### src/vmvp_pkg.sv
package vmvp_pkg;

    localparam int WORD_W    = 32;
    localparam int FRAC_BITS = 16;
    localparam int SIZE_W    = 13;
    localparam int ENTRIES   = 16;
    localparam int IDX_W     = $clog2(ENTRIES);

    // Operands carry one extra bit so the viewport term (1 + c) fits unclipped.
    localparam int OPND_W    = WORD_W + 1;
    localparam int PROD_W    = 2 * OPND_W;
    // Four floored products of a matrix row, summed exactly.
    localparam int MAT_SUM_W = 2 * WORD_W - FRAC_BITS + 2;
    // (1 + c) times a 13-bit scale, halved.
    localparam int VP_SUM_W  = OPND_W + SIZE_W + 2;
    localparam int ACC_W     = (MAT_SUM_W > VP_SUM_W) ? MAT_SUM_W : VP_SUM_W;

    // Operation schedule: 16 model MACs, 16 projection MACs, 3 viewport products.
    localparam int NUM_MAT_OPS = 2 * ENTRIES;
    localparam int NUM_VP_OPS  = 3;
    localparam int NUM_OPS     = NUM_MAT_OPS + NUM_VP_OPS;
    localparam int PIPE_DRAIN  = 2;
    localparam int STEP_LAST   = NUM_OPS + PIPE_DRAIN - 1;
    localparam int STEP_W      = $clog2(STEP_LAST + 1);

    localparam logic [WORD_W-1:0] FIX_ONE = WORD_W'(1) << FRAC_BITS;

    localparam logic [SIZE_W-1:0] WIDTH_RESET  = SIZE_W'(640);
    localparam logic [SIZE_W-1:0] HEIGHT_RESET = SIZE_W'(480);

    localparam int S_TDATA_W = 296;
    localparam int M_TDATA_W = 288;
    localparam int S_TUSER_W = 2;
    localparam int M_TUSER_W = 1;

    typedef enum logic [1:0] {
        FN_LOAD_MODEL = 2'd0,
        FN_LOAD_PROJ  = 2'd1,
        FN_VERTEX     = 2'd2,
        FN_COMMAND    = 2'd3
    } t_func;

    typedef enum logic [1:0] {
        ST_IDLE,
        ST_RUN,
        ST_DONE
    } t_state;

    typedef enum logic {
        CFG_WIDTH  = 1'b0,
        CFG_HEIGHT = 1'b1
    } t_cfg_reg;

    localparam logic KIND_VERTEX  = 1'b0;
    localparam logic KIND_COMMAND = 1'b1;

    localparam logic SEL_MODEL = 1'b0;
    localparam logic SEL_PROJ  = 1'b1;

    typedef struct packed {
        logic       is_vp;
        logic       stage;
        logic [1:0] row;
        logic       first;
        logic       last;
    } t_tag;

    typedef struct packed {
        logic              valid;
        t_tag              tag;
        logic [WORD_W-1:0] value;
    } t_mac_res;

    localparam logic signed [ACC_W-1:0] SAT_HI =
        {{(ACC_W-WORD_W+1){1'b0}}, {(WORD_W-1){1'b1}}};
    localparam logic signed [ACC_W-1:0] SAT_LO =
        {{(ACC_W-WORD_W+1){1'b1}}, {(WORD_W-1){1'b0}}};

    function automatic logic [WORD_W-1:0] sat_word(input logic signed [ACC_W-1:0] v);
        logic [WORD_W-1:0] r;
        if (v > SAT_HI) begin
            r = {1'b0, {(WORD_W-1){1'b1}}};
        end else if (v < SAT_LO) begin
            r = {1'b1, {(WORD_W-1){1'b0}}};
        end else begin
            r = v[WORD_W-1:0];
        end
        return r;
    endfunction

    function automatic logic [WORD_W-1:0] identity_entry(input logic [IDX_W-1:0] idx);
        logic [WORD_W-1:0] r;
        r = (idx[3:2] == idx[1:0]) ? FIX_ONE : '0;
        return r;
    endfunction

endpackage

### src/vmvp_mac.sv
module vmvp_mac (
    input  logic                             i_clk,
    input  logic                             i_rst_n,
    input  logic                             i_issue,
    input  logic [vmvp_pkg::OPND_W-1:0]      i_opa,
    input  logic [vmvp_pkg::OPND_W-1:0]      i_opb,
    input  vmvp_pkg::t_tag                   i_tag,
    output vmvp_pkg::t_mac_res               o_res
);

    logic                                 r_v1;
    logic                                 r_v2;
    logic signed [vmvp_pkg::OPND_W-1:0]   r_opa;
    logic signed [vmvp_pkg::OPND_W-1:0]   r_opb;
    vmvp_pkg::t_tag                       r_tag1;
    vmvp_pkg::t_tag                       r_tag2;
    logic signed [vmvp_pkg::PROD_W-1:0]   r_prod;
    logic signed [vmvp_pkg::ACC_W-1:0]    r_acc;

    logic signed [vmvp_pkg::PROD_W-1:0]   w_shift_full;
    logic signed [vmvp_pkg::ACC_W-1:0]    w_shift;
    logic signed [vmvp_pkg::ACC_W-1:0]    w_base;
    logic signed [vmvp_pkg::ACC_W-1:0]    w_sum;

    always_ff @(posedge i_clk) begin
        if (!i_rst_n) begin
            r_v1 <= 1'b0;
            r_v2 <= 1'b0;
        end else begin
            r_v1 <= i_issue;
            r_v2 <= r_v1;
        end
    end

    // Operand register, product register, then accumulate.
    always_ff @(posedge i_clk) begin
        r_opa  <= i_opa;
        r_opb  <= i_opb;
        r_tag1 <= i_tag;
        r_prod <= r_opa * r_opb;
        r_tag2 <= r_tag1;
        if (r_v2) begin
            r_acc <= w_sum;
        end
    end

    // Arithmetic shifts floor toward minus infinity.
    always_comb begin
        w_shift_full = r_tag2.is_vp ? (r_prod >>> 1) : (r_prod >>> vmvp_pkg::FRAC_BITS);
        w_shift      = w_shift_full[vmvp_pkg::ACC_W-1:0];
        w_base       = r_tag2.first ? '0 : r_acc;
        w_sum        = w_base + w_shift;
    end

    assign o_res.valid = r_v2 && r_tag2.last;
    assign o_res.tag   = r_tag2;
    assign o_res.value = vmvp_pkg::sat_word(w_sum);

endmodule

### config.mk
export PLATFORM = sky130hd
export DESIGN_NAME = vmvp_mac
export DESIGN_NICKNAME = d
export VERILOG_FILES = /design/src/vmvp_pkg.sv /design/src/vmvp_mac.sv
export SDC_FILE = /design/constraint.sdc
export NUM_CORES = 2
export LEC_CHECK = 0
export ABC_AREA = 0
export BUFFER_PORTS_ARGS = -buffer_cell sky130_fd_sc_hd__buf_2
export CAP_MARGIN = 20
export CORE_UTILIZATION = 60
export CTS_BUF_LIST = sky130_fd_sc_hd__clkbuf_8
export DETAILED_ROUTE_END_ITERATION = 16
export MAX_ROUTING_LAYER = met4
export PLACE_DENSITY = 0.77
export SLEW_MARGIN = 40
export SYNTH_ARGS = -nofsm -noshare
export SYNTH_HDL_FRONTEND = slang
export SYNTH_SLANG_ARGS = --single-unit
### constraint.sdc
create_clock -name i_clk -period 10.23 [get_ports i_clk]
set_clock_uncertainty 0.1 [all_clocks]
set_input_delay 0.5115 -clock i_clk [delete_from_list [all_inputs] [get_ports i_clk]]
set_output_delay 0.5115 -clock i_clk [all_outputs]
set_load 0.01 [all_outputs]
After elaboration in Yosys (flattened, before gate mapping). Index checks and enable logic that the tools add are counted.

Output and inout port bits: 39. Bits in registers: 196. Logic and storage cells: 25. Input port bits: 75.

Add/sub/neg operators: 1. Reductions and logical operators: 1. Multiplexer cells: 4. Multiply operators: 1. Magnitude comparators: 2.

Operator list (number): $mux 50 (2); $mul 33x33->66 (1); $mux 32 (2); $add 50x50->50 (1); $gt 50x32->1 const B (1); $lt 50x32->1 const B (1); $logic_and 1x1->1 (1).

Logic depth before layout (Yosys ltp).
Word-level depth: 5. Depth in mapped cells: 31. Gate-level depth less buffers: 29.

Worst setup path after synthesis. OpenSTA, ideal clock, no wires.

Path kind: flip-flop to flip-flop. Start: register r_opa[32] (netlist bit). End: register r_prod[62] (netlist bit). Cell stages (with the launch flop): 28. Path slack: 2.108 ns. Library setup time: 0.091 ns. Period minus slack after synthesis: 8.122 ns. Data required time: 10.039 ns. Arrival time: 7.932 ns. Cells stage by stage: dfxtp_1 -> clkbuf_1 -> nand2_1 -> inv_1 -> fa_1 -> fa_1 -> fa_1 -> inv_1 -> fa_1 -> inv_1 -> fa_1 -> fa_1 -> fa_1 -> inv_1 -> fa_1 -> inv_1 -> ha_1 -> clkbuf_1 -> a21oi_1 -> nor2_1 -> o21a_1 -> or2_2 -> a21o_1 -> a21oi_1 -> o21bai_1 -> a21oi_1 -> o21ai_0 -> a311oi_1.

Word-level cells in the longest chain between the ends: 1.

Ends and longest elaborated chain: start, declared (RTL line vmvp_mac.sv:13) `logic signed [vmvp_pkg::OPND_W-1:0] r_opa;`; start signal, assigned (RTL line vmvp_mac.sv:37) `r_opa <= i_opa;`; $mul 33x33->66 (RTL line vmvp_mac.sv:40) `r_prod <= r_opa * r_opb;`; end signal, assigned (RTL line vmvp_mac.sv:40); end, declared (RTL line vmvp_mac.sv:17) `logic signed [vmvp_pkg::PROD_W-1:0] r_prod;`.

No other way between the ends. A chain may end at the register's enable or synchronous reset.

Worst setup path in the final report.
Start: register r_opb[11] (netlist bit). End: register r_prod[63] (netlist bit).

Word-level cells in the longest chain between the ends: 1.

Ends and longest elaborated chain: start, declared (RTL line vmvp_mac.sv:14) `logic signed [vmvp_pkg::OPND_W-1:0] r_opb;`; start signal, assigned (RTL line vmvp_mac.sv:38) `r_opb <= i_opb;`; $mul 33x33->66 (RTL line vmvp_mac.sv:40).

No other way between the ends.

==> run summary <==
RSZ-0062 raised after global routing -> no
nets -> 6,496
run status -> finished clean
max frequency -> 0.113 GHz
critical path data required time -> 10,610 ps
Post-CTS Hold Buffers -> 75
Max Cap Viol -> 0
CTS H-Tree Depth -> 4
Clock Path Buffers -> 2
first-pass GRT wire length -> 201 mm
min Tclk post-route -> 8880 ps
launch point of the worst path -> r_opb[11]
Clock transition at path regs -> 150 ps
Buffers on Ports -> 113
# resized after CTS -> 0
initial antenna violation count -> 2
Avg Synthesized Cell Area -> 9.55 um2
dominant cells by area after synthesis -> fa_1 (48%), inv_1 (8.8%), and2_1 (7.4%)
post-synth top area cell -> fa_1
Util after Layout -> 0.644
Antenna Nets Post-Route -> 0
number of synthesized register bits -> 195
max-slew violation count -> 0
share of cells above drive strength 1 -> 0.0689
slew at the pin closest to its max-slew limit -> 924 ps
Global Route Usage Sum -> 0.333
Ys Warns -> 0
r2r worst-path depth -> 25
register area -> 4460 um2
Final setup viols -> 0
height of the die -> 284 um
largest net degree at the start of global routing -> 52
GRT overflow -> 0
mapped cell area -> 47,500 um2
HP Class -> reg2reg
synth-to-layout area growth -> 5.64%
async set-reset flop share out of synthesis -> 0
WL final -> 124 mm
startpoint class of the critical path -> flip-flop
Hold Violations, Final -> 0
part of the Yosys area used for sequential elements -> 0.0926
Initial Util -> 0.610
Netlist cell types -> 84
die width -> 284 um
root buffer cell -> clkbuf_8
Num CTS Buffers -> 17
core area -> 78,000 um2
reg2reg end -> r_prod[63]
Rel. slew slack -> 0.384
R2R Setup Slk -> 1350 ps
Final Cycle Share -> 0.868
Synth Instances -> 4,980
DIE AREA -> 80,400 um2
post-synth top area share -> 0.483
DRC Markers -> 0
number of global-route vias before repair -> 37,700
setup tns final -> 0 ps
DR vias/cell -> 5.63
routability cong. -> 0.984
router iterations before antenna repair -> 6
drt first-iter violations -> 2,556
total number of vias -> 34,100
CTS tree -> done
crit path capture type -> flip-flop
critical path peak fanout -> 17
top cells by count, synth -> fa_1 (1,146), inv_1 (1,117), nand2_1 (569)
Post-synth EDFFs -> 50
Skew-Pair Late Insertion Delay -> 630 ps
row cnt -> 102
area of the multi-input gates -> 38,000 um2
Arrival @ worst endpoint -> 9260 ps
FF-to-FF Start -> r_opb[11]
IO Pins -> 114
cell with the most instances after synthesis -> fa_1
Post-CTS Setup Bufs -> 0
Synth Flop Type -> dfxtp_1
Critical Path Sink -> r_prod[63]
Sink Count -> 195
syn_nets -> 6,467
crit path kind -> reg2reg
post-DP HPWL -> 101 mm
routed length per instance -> 20.4 um
Fillers -> 6,217
registers in the layout, indices dropped and copies added, names as in the netlist:
register / count
r_tag1: 6
r_v2: 1
r_opa: 33
r_prod: 65
r_opb: 33
r_v1: 1
r_acc: 50
o_res: 6
placed cells by master (no fill, tap or decap), drive strengths merged, types with 11 or more instances in the layout:
cell,instances
a211oi,12
a21o,50
a21oi,111
and2,564
and3,15
buf,181
clkbuf,17
dfxtp,145
dlygate4sd3,75
edfxtp,50
fa,1146
ha,266
inv,1124
mux2,49
nand2,570
nand2b,18
nand3,27
nand4,24
nor2,98
nor2b,62
nor3,28
o211ai,12
o21a,15
o21ai,101
o21bai,19
o31ai,11
xnor2,73
xor2,36
cell families (layout without fill, tap and decap cells):
family                   Yosys count  in the layout  share of synthesized area
AO/OA/AOI/OAI                    403            403                     0.0583
XOR/XNOR                         109            109                     0.0201
adder cells (fa/ha/maj)         1412           1412                      0.552
buffers and inverters           1363           1405                      0.109
flip-flops                       195            195                     0.0926
multiplexers                      56             56                     0.0131
other                              0              2                          0
AND/OR/NAND/NOR                 1442           1442                      0.155
stage by stage:
step | hold slack (ps) | worst slack [ps] | cell area [um2] | cells
2_1_floorplan | 210 | 2110 | 47500 | 4980
4_1_cts | 238 | 1360 | 50200 | 6062
6_report | 238 | 1350 | 50200 | 6064
3_3_place_gp | 210 | 1340 | 49000 | 5955
5_1_grt | 240 | 810 | 50200 | 6063
3_5_place_dp | 213 | 1410 | 49000 | 5955
worst min path at each step:
stage	depth (start not counted)	slack, ps	endpoint	startpoint
2_1_floorplan	0	210	o_res[32]	r_tag1[0]
3_3_place_gp	0	210	o_res[36]	r_tag1[4]
3_5_place_dp	0	210	o_res[37]	r_tag1[5]
4_1_cts	0	240	o_res[33]	r_tag1[1]
5_1_grt	0	240	o_res[37]	r_tag1[5]
6_report	0	240	o_res[37]	r_tag1[5]
critical path: stages, from the launching register on:
cell and delay (ps):
dfxtp_1 840, buf_4 390, nand2_1 110, fa_1 480, fa_1 510, fa_1 540
inv_1 70, fa_1 500, inv_1 50, fa_1 530, inv_1 50, fa_1 450
fa_1 510, fa_1 410, ha_1 390, and3_1 270, and3_1 230, and4_1 210
a32o_1 270, a311oi_1 400, a211oi_1 150, nor2_1 240, o21ai_0 200, a41oi_1 490
mux2i_1 240, o2111ai_1 120
cell type report:
class | instances | share of cell area
sequential | 195 | 0.0887
clock buffer | 17 | 0.00466
timing repair buffer | 256 | 0.0364
inverter | 1117 | 0.0835
multi-input combinational | 3422 | 0.756
antenna | 2 | 0.0000996
tap | 1040 | 0.0259
clock inverter | 15 | 0.00461
routing by layer:
layer  global-route usage  wire (um)  share of wire  up-vias
li1                     -          -              -    14800
met1                0.406      47500           0.38    17500
met2                0.551      61700           0.50     1472
met3               0.0583       9400          0.076      408
met4                0.134       5350          0.043        0
met5                    -          0              0        -
Power is left out: the tool's default activity adds up to more than one toggle a clock period on the data nets, which glitch-free logic cannot reach.
